[src/eemi_pkg.sv]
`timescale 1ns / 1ps
`default_nettype none

package eemi_pkg;

  // Default operand width; the request fields below are fixed at 32 bits.
  localparam int EEMI_WIDTH = 32;
  localparam int FIELD_W    = 32;

  localparam logic STATUS_OK          = 1'b0;
  localparam logic STATUS_NOT_COPRIME = 1'b1;

  typedef struct packed {
    logic [FIELD_W-1:0] value;
    logic [FIELD_W-1:0] modulus;
  } in_t;

  typedef struct packed {
    logic [FIELD_W-1:0] inverse;
    logic               status;
  } out_t;

  // Commands from the controller to the datapath.
  typedef struct packed {
    logic load;       // capture a new request
    logic start_div;  // clear the divider for a new quotient
    logic div_step;   // one restoring-division bit
    logic update;     // retire one Euclid iteration
    logic out_load;   // capture the result into the output register
  } cmd_t;

  // Status from the datapath to the controller.
  typedef struct packed {
    logic mod_zero;
    logic rc_zero;
  } sts_t;

endpackage

`default_nettype wire

[src/eemi_dp.sv]
`timescale 1ns / 1ps
`default_nettype none

module eemi_dp
  import eemi_pkg::*;
#(
  parameter int WIDTH = EEMI_WIDTH
) (
  input  wire logic clk,
  input  wire in_t  in_data,
  input  wire cmd_t cmd,
  output sts_t      sts,
  output out_t      out_data
);

  logic [WIDTH-1:0] mod_r;
  logic [WIDTH-1:0] rem_prev_r, rem_prev_nxt;
  logic [WIDTH-1:0] rem_cur_r, rem_cur_nxt;
  logic [WIDTH:0]   coef_prev_r, coef_prev_nxt;
  logic [WIDTH:0]   coef_cur_r, coef_cur_nxt;
  logic [WIDTH-1:0] dvd_r, dvd_nxt;
  logic [WIDTH-1:0] part_r, part_nxt;
  logic [WIDTH:0]   acc_r, acc_nxt;
  out_t             out_r, out_nxt;

  logic [WIDTH:0]   trial;
  logic [WIDTH:0]   trial_diff;
  logic             qbit;

  logic [WIDTH-1:0] mag;
  logic [WIDTH:0]   neg_c;
  logic [WIDTH-1:0] red;
  logic [WIDTH-1:0] inv_w;
  logic             not_coprime;

  // One restoring-division step; the quotient bit is folded straight into
  // the running product quotient * coef_cur by Horner's rule, MSB first.
  // Arithmetic wraps at WIDTH+1 bits, which is exact for the new coefficient.
  always_comb begin
    trial      = {part_r, dvd_r[WIDTH-1]};
    trial_diff = trial - {1'b0, rem_cur_r};
    qbit       = (trial >= {1'b0, rem_cur_r});
  end

  always_comb begin
    rem_prev_nxt  = rem_prev_r;
    rem_cur_nxt   = rem_cur_r;
    coef_prev_nxt = coef_prev_r;
    coef_cur_nxt  = coef_cur_r;
    dvd_nxt       = dvd_r;
    part_nxt      = part_r;
    acc_nxt       = acc_r;
    if (cmd.load) begin
      rem_prev_nxt  = WIDTH'(in_data.modulus);
      rem_cur_nxt   = WIDTH'(in_data.value);
      coef_prev_nxt = '0;
      coef_cur_nxt  = (WIDTH+1)'(1);
    end else if (cmd.start_div) begin
      dvd_nxt  = rem_prev_r;
      part_nxt = '0;
      acc_nxt  = '0;
    end else if (cmd.div_step) begin
      dvd_nxt  = {dvd_r[WIDTH-2:0], 1'b0};
      part_nxt = qbit ? trial_diff[WIDTH-1:0] : trial[WIDTH-1:0];
      acc_nxt  = {acc_r[WIDTH-1:0], 1'b0} + (qbit ? coef_cur_r : '0);
    end else if (cmd.update) begin
      rem_prev_nxt  = rem_cur_r;
      rem_cur_nxt   = part_r;
      coef_prev_nxt = coef_cur_r;
      coef_cur_nxt  = coef_prev_r - acc_r;
    end
  end

  // Final reduction of coef_prev into [0, modulus). Its magnitude never
  // exceeds the modulus, so one compare and subtract is enough.
  always_comb begin
    neg_c       = -coef_prev_r;
    mag         = coef_prev_r[WIDTH] ? neg_c[WIDTH-1:0] : coef_prev_r[WIDTH-1:0];
    red         = (mag >= mod_r) ? (mag - mod_r) : mag;
    inv_w       = (coef_prev_r[WIDTH] && (red != '0)) ? (mod_r - red) : red;
    not_coprime = (mod_r == '0) || (rem_prev_r != WIDTH'(1));
    out_nxt     = out_r;
    if (cmd.out_load) begin
      out_nxt.status  = not_coprime ? STATUS_NOT_COPRIME : STATUS_OK;
      out_nxt.inverse = not_coprime ? '0 : FIELD_W'(inv_w);
    end
  end

  always_ff @(posedge clk) begin
    if (cmd.load) begin
      mod_r <= WIDTH'(in_data.modulus);
    end
    rem_prev_r  <= rem_prev_nxt;
    rem_cur_r   <= rem_cur_nxt;
    coef_prev_r <= coef_prev_nxt;
    coef_cur_r  <= coef_cur_nxt;
    dvd_r       <= dvd_nxt;
    part_r      <= part_nxt;
    acc_r       <= acc_nxt;
    out_r       <= out_nxt;
  end

  assign sts.mod_zero = (mod_r == '0);
  assign sts.rc_zero  = (rem_cur_r == '0);
  assign out_data     = out_r;

endmodule

`default_nettype wire

[src/eemi_ctrl.sv]
`timescale 1ns / 1ps
`default_nettype none

module eemi_ctrl
  import eemi_pkg::*;
#(
  parameter int WIDTH = EEMI_WIDTH
) (
  input  wire logic clk,
  input  wire logic rst_n,
  input  wire logic in_valid,
  output logic      in_ready,
  output logic      out_valid,
  input  wire logic out_ready,
  input  wire sts_t sts,
  output cmd_t      cmd
);

  localparam int CNT_W = $clog2(WIDTH);

  typedef enum logic [4:0] {
    S_IDLE  = 5'b00001,
    S_CHECK = 5'b00010,
    S_DIV   = 5'b00100,
    S_UPD   = 5'b01000,
    S_DONE  = 5'b10000
  } state_t;

  state_t           state_r, state_nxt;
  logic [CNT_W-1:0] cnt_r, cnt_nxt;
  logic             out_valid_r, out_valid_nxt;

  always_comb begin
    state_nxt     = state_r;
    cnt_nxt       = cnt_r;
    out_valid_nxt = out_valid_r;
    cmd           = '0;
    in_ready      = 1'b0;
    if (out_valid_r && out_ready) begin
      out_valid_nxt = 1'b0;
    end
    unique case (state_r)
      S_IDLE: begin
        in_ready = 1'b1;
        if (in_valid) begin
          cmd.load  = 1'b1;
          state_nxt = S_CHECK;
        end
      end
      S_CHECK: begin
        if (sts.mod_zero || sts.rc_zero) begin
          state_nxt = S_DONE;
        end else begin
          cmd.start_div = 1'b1;
          cnt_nxt       = '0;
          state_nxt     = S_DIV;
        end
      end
      S_DIV: begin
        cmd.div_step = 1'b1;
        cnt_nxt      = cnt_r + CNT_W'(1);
        if (cnt_r == CNT_W'(WIDTH - 1)) begin
          state_nxt = S_UPD;
        end
      end
      S_UPD: begin
        cmd.update = 1'b1;
        state_nxt  = S_CHECK;
      end
      S_DONE: begin
        if (!out_valid_r || out_ready) begin
          cmd.out_load  = 1'b1;
          out_valid_nxt = 1'b1;
          state_nxt     = S_IDLE;
        end
      end
      default: begin
        state_nxt = S_IDLE;
      end
    endcase
  end

  always_ff @(posedge clk) begin
    if (!rst_n) begin
      state_r     <= S_IDLE;
      cnt_r       <= '0;
      out_valid_r <= 1'b0;
    end else begin
      state_r     <= state_nxt;
      cnt_r       <= cnt_nxt;
      out_valid_r <= out_valid_nxt;
    end
  end

  assign out_valid = out_valid_r;

endmodule

`default_nettype wire

[src/extended_euclid_mod_inverse.sv]
// Modular inverse by the extended Euclidean algorithm. Each request carries a
// value and a modulus, both taken modulo 2^WIDTH, and produces exactly one
// result: the inverse of value in [0, modulus) with status ok, or inverse
// zero with status not_coprime when the gcd is not one or the modulus is zero.
// A modulus of one gives inverse zero with status ok. One request is worked
// on at a time. Each Euclid iteration runs a restoring divider one quotient
// bit per cycle; a request takes k iterations, where k is at most about
// 1.44 * WIDTH. A zero modulus or zero value finishes without any division.
// The result sits in an output register, so a new request is taken as soon
// as the previous one has been handed to that register.
`timescale 1ns / 1ps
`default_nettype none

module extended_euclid_mod_inverse
  import eemi_pkg::*;
#(
  parameter int WIDTH = EEMI_WIDTH
) (
  input  wire logic clk,
  input  wire logic rst_n,
  input  wire logic in_valid,
  output logic      in_ready,
  input  wire in_t  in_data,
  output logic      out_valid,
  input  wire logic out_ready,
  output out_t      out_data
);

  // The controller sequences load, per-bit division, iteration update and
  // result capture; the datapath holds the remainder and coefficient pairs.
  cmd_t cmd;
  sts_t sts;

  eemi_ctrl #(
    .WIDTH(WIDTH)
  ) u_ctrl (
    .clk      (clk),
    .rst_n    (rst_n),
    .in_valid (in_valid),
    .in_ready (in_ready),
    .out_valid(out_valid),
    .out_ready(out_ready),
    .sts      (sts),
    .cmd      (cmd)
  );

  eemi_dp #(
    .WIDTH(WIDTH)
  ) u_dp (
    .clk     (clk),
    .in_data (in_data),
    .cmd     (cmd),
    .sts     (sts),
    .out_data(out_data)
  );

endmodule

`default_nettype wire

[config.mk]
export PLATFORM = sky130hd
export DESIGN_NAME = extended_euclid_mod_inverse
export DESIGN_NICKNAME = d
export VERILOG_FILES = /design/src/eemi_pkg.sv /design/src/eemi_dp.sv /design/src/eemi_ctrl.sv /design/src/extended_euclid_mod_inverse.sv
export SDC_FILE = /design/constraint.sdc
export NUM_CORES = 1
export LEC_CHECK = 0
export ABC_AREA = 1
export BUFFER_PORTS_ARGS = -buffer_cell sky130_fd_sc_hd__buf_4
export CAP_MARGIN = 20
export CORE_MARGIN = 4
export CORE_UTILIZATION = 30
export CTS_CLUSTER_SIZE = 30
export DETAILED_ROUTE_END_ITERATION = 6
export PLACE_DENSITY = 0.57
export SLEW_MARGIN = 10
export SYNTH_ARGS = -nofsm -noshare
export SYNTH_HDL_FRONTEND = slang
export SYNTH_SLANG_ARGS = --single-unit
[constraint.sdc]
create_clock -name clk -period 5.2 [get_ports clk]
set_clock_uncertainty 0.1 [all_clocks]
set_input_delay 0.52 -clock clk [delete_from_list [all_inputs] [get_ports clk]]
set_output_delay 0.52 -clock clk [all_outputs]
set_load 0.03 [all_outputs]
==> impl_results.md <==
* Status: finished clean
* Routability Congestion at a little under 1
* Leak at 13.1 nW
* Die ar. at a little over 0.08 mm²
* Row count at between 100 and 150
* Final Setup Violations at 0
* Max Clk Rate at 0.204 GHz
* Worst Max-Slew Pin Slew at 1.02 ns
* Chip Height at 285 µm
* Most frequent cells in the layout: 917 x nand2_1, 478 x inv_1, 258 x buf_4, 236 x a21oi_1, 226 x edfxtp_1
* Vias/cell at 4.84
* Fin worst setup slack at 0.307 ns
* # port buffers at 102
* Initial drt markers at roughly 1800
* YS warnings at 0
* Max cap viols at 0
* Clk root buf: clkbuf_16
* Worst Path Arrival at 5.11 ns
* Compound-Gate Fraction of Synth Area at 14.2%
* Critical Path Fanout Max at 8
* Die width at 285 µm
* TritonCTS Buffers at 38
* Routed wire per std cell at 16.3 µm
* Slew margin rel. at 32.1%
* Post-Synth Adder-Cell Area at 8.19%
* Most used cell, CP: nand2_1
* CTS tree: done
* Nets@finish at about 3700
* Total track usage at 17.6%
* Initial Util at roughly 30%
* GRT met2 Usage at 29.6%
* I/O pin count at 103
* Hold WS at around 0.043 ns
* Xor/xnor cell area share of the yosys netlist at 3.98%
* Total gr overflow at 0
* Final Hold Fails at 0
* Clock slew at reported path FFs at 0.06 ns
* Via count at about 22000
* Number of synthesized flops with an enable pin at 226
* Post-synthesis mux area share at 0%
* Share of layout cells above drive strength 1 at a little over an eighth
* Global-route wire length before repair at 115000 µm
* Worst setup SP type: flip-flop
* Core area at 0.0761 mm²
* Number of global-route vias before repair at 21036
* Power per cell area at ~240 mW/mm²
* Mapped cell area at 0.0231 mm²
* Largest family of logic cells by synthesized area: simple AND/OR/NAND/NOR gates
* Initial antenna violation count at 0
* Synthesized-area fraction occupied by and/or/nand/nor cells at between 20 and 30%
* Final period util at 94.1%
* Crit path time final at 4.89 ns
* Clock Path Buffers at 3
* DR pass1 iterations at 5
* Worst path required time at roughly 5.4 ns
* Register bit count reported by yosys at roughly 300
* Post-place setup slack at -0.269 ns
* Placed Area at around 0.026 mm²
* Sequential cell area fraction in the yosys report at 36.1%
* Cell area after layout at between 0.02 and 0.03 mm²
* Area growth from synthesis to layout at 20.4%
* Max stage delay cell, worst path: fa_1
* GR Layer Usage met3 at 2.08%
* Ys flop type: edfxtp_1
* Ys async rst share at 0%
* DP Wirelength at approximately 59000 µm
* Max-slew violation count at 0
* Setup CP Type: reg -> reg
* Diodes inserted at 0
* Layer with the highest usage: met2
* Grt met1 use at 24.1%
* Synthesized area per cell at 7.11 µm²
* Syn Nets at about 3500
* Clock Latency Late Sink at 0.57 ns
* Worst hold path class: in -> reg
* CP Capture Type: flip-flop
* Most common cell after layout, fill and taps aside: nand2_1
* Routed WL at 74100 µm
* Largest net degree at the start of global routing at roughly 70
* DRT antenna net count at 0
* Post-Synthesis Cells at 3244
* Clock sinks at a little over 300
* Max VDD drop at 0.000182 V
* DRC Markers at 0
* Cell variety after synth at 60
* H-Tree Depth at 2
* Max incr delay on CP at between 0.4 and 0.5 ns
## metal layers
| layer | wire length, µm | share of wire, % | vias up |
|---|---|---|---|
| met3 | 3750 | 5.1 | 100 |
| li1 | - | - | 11225 |
| met1 | 34400 | 46 | 10112 |
| met4 | 1810 | 2.4 | 0 |
| met2 | 34100 | 46 | 552 |
| met5 | 0 | 0 | - |
## report_power, final
| part | leakage, nW | internal [mW] | switching, mW |
|---|---|---|---|
| registers | 2.72 | 2.75 | 0.0778 |
| logic | 9.78 | 0.409 | 0.716 |
| clock network | 0.641 | 1.62 | 1.13 |
## stage by stage
step	utilization, %	total power [mW]	instances	TNS (ns)
after global routing	36.5	7.03	4543	-0.0967
after floorplan	-	3.58	3244	0
final	36.5	6.70	4543	0
after global placement	34.3	3.98	4462	-0.146
after CTS	36.0	6.76	4534	0
after detailed placement	34.3	3.99	4463	-1.03
## registers in the layout, summed over array words and instances, names as in the netlist
register,flops
u_ctrl.cnt_r,5
u_ctrl.out_valid,1
u_ctrl.state_r,5
u_dp.acc_r,33
u_dp.coef_cur_r,33
u_dp.coef_prev_r,33
u_dp.dvd_r,32
u_dp.mod_r,32
u_dp.out_data,33
u_dp.part_r,32
u_dp.rem_cur_r,32
u_dp.rem_prev_r,32
## synthesized netlist by cell type, drive strengths merged, types with 48 or more instances
library cell,n,area (µm²)
nor2,248,971
xor2,67,587
o21ai,218,1100
nand4,48,300
inv,496,1860
a21oi,246,1240
nand3,196,1000
dfxtp,77,1540
clkbuf,49,184
edfxtp,226,6790
nand2,940,3590
ha,143,1790
## logic make-up (layout without fill, tap and decap cells)
logic type	Yosys count	count (layout)
and+or+nand+nor	1525	1525
AOI/OAI and AO/OA	591	591
buffers and inverters	572	841
DFF	303	303
adders and majority gates	148	148
xor gates and xnor gates	105	105
## worst paths after layout
kind,from,to,slack (ns),cells after the start
max,u_dp.coef_prev_r[21],u_dp.out_data[23],0.31,32
max reg2reg,u_dp.coef_prev_r[21],u_dp.out_data[23],0.31,32
min reg2reg,u_ctrl.cnt_r[4],u_ctrl.cnt_r[4],0.37,2
min,in_data[11],u_dp.mod_r[11],0.04,1
## worst max-delay path, delay by kind of cell (launching register included)
kind	cells	cell delay, ns
adders and majority gates	2	0.80
and+or+nand+nor	22	2.38
buffers and inverters	4	0.32
xor gates and xnor gates	1	0.32
DFF	1	0.37
AOI/OAI and AO/OA	3	0.34
## final cells by class
type,count,area [µm²]
tap,1030,1290
fill,8214,48300
clock inverter,22,249
sequential,303,8330
timing repair buffer,269,2140
inverter,502,1890
multi-input combinational,2369,12800
clock buffer,48,1060
## repair_timing
item,CTS,global route
resized for setup,6,85
buffers inserted,1,7
hold buffers,0,0
gates cloned,0,0
endpoints found under the setup margin,8,52
pin swaps,3,13
No activity file was read; power rests on OpenSTA's default activity.
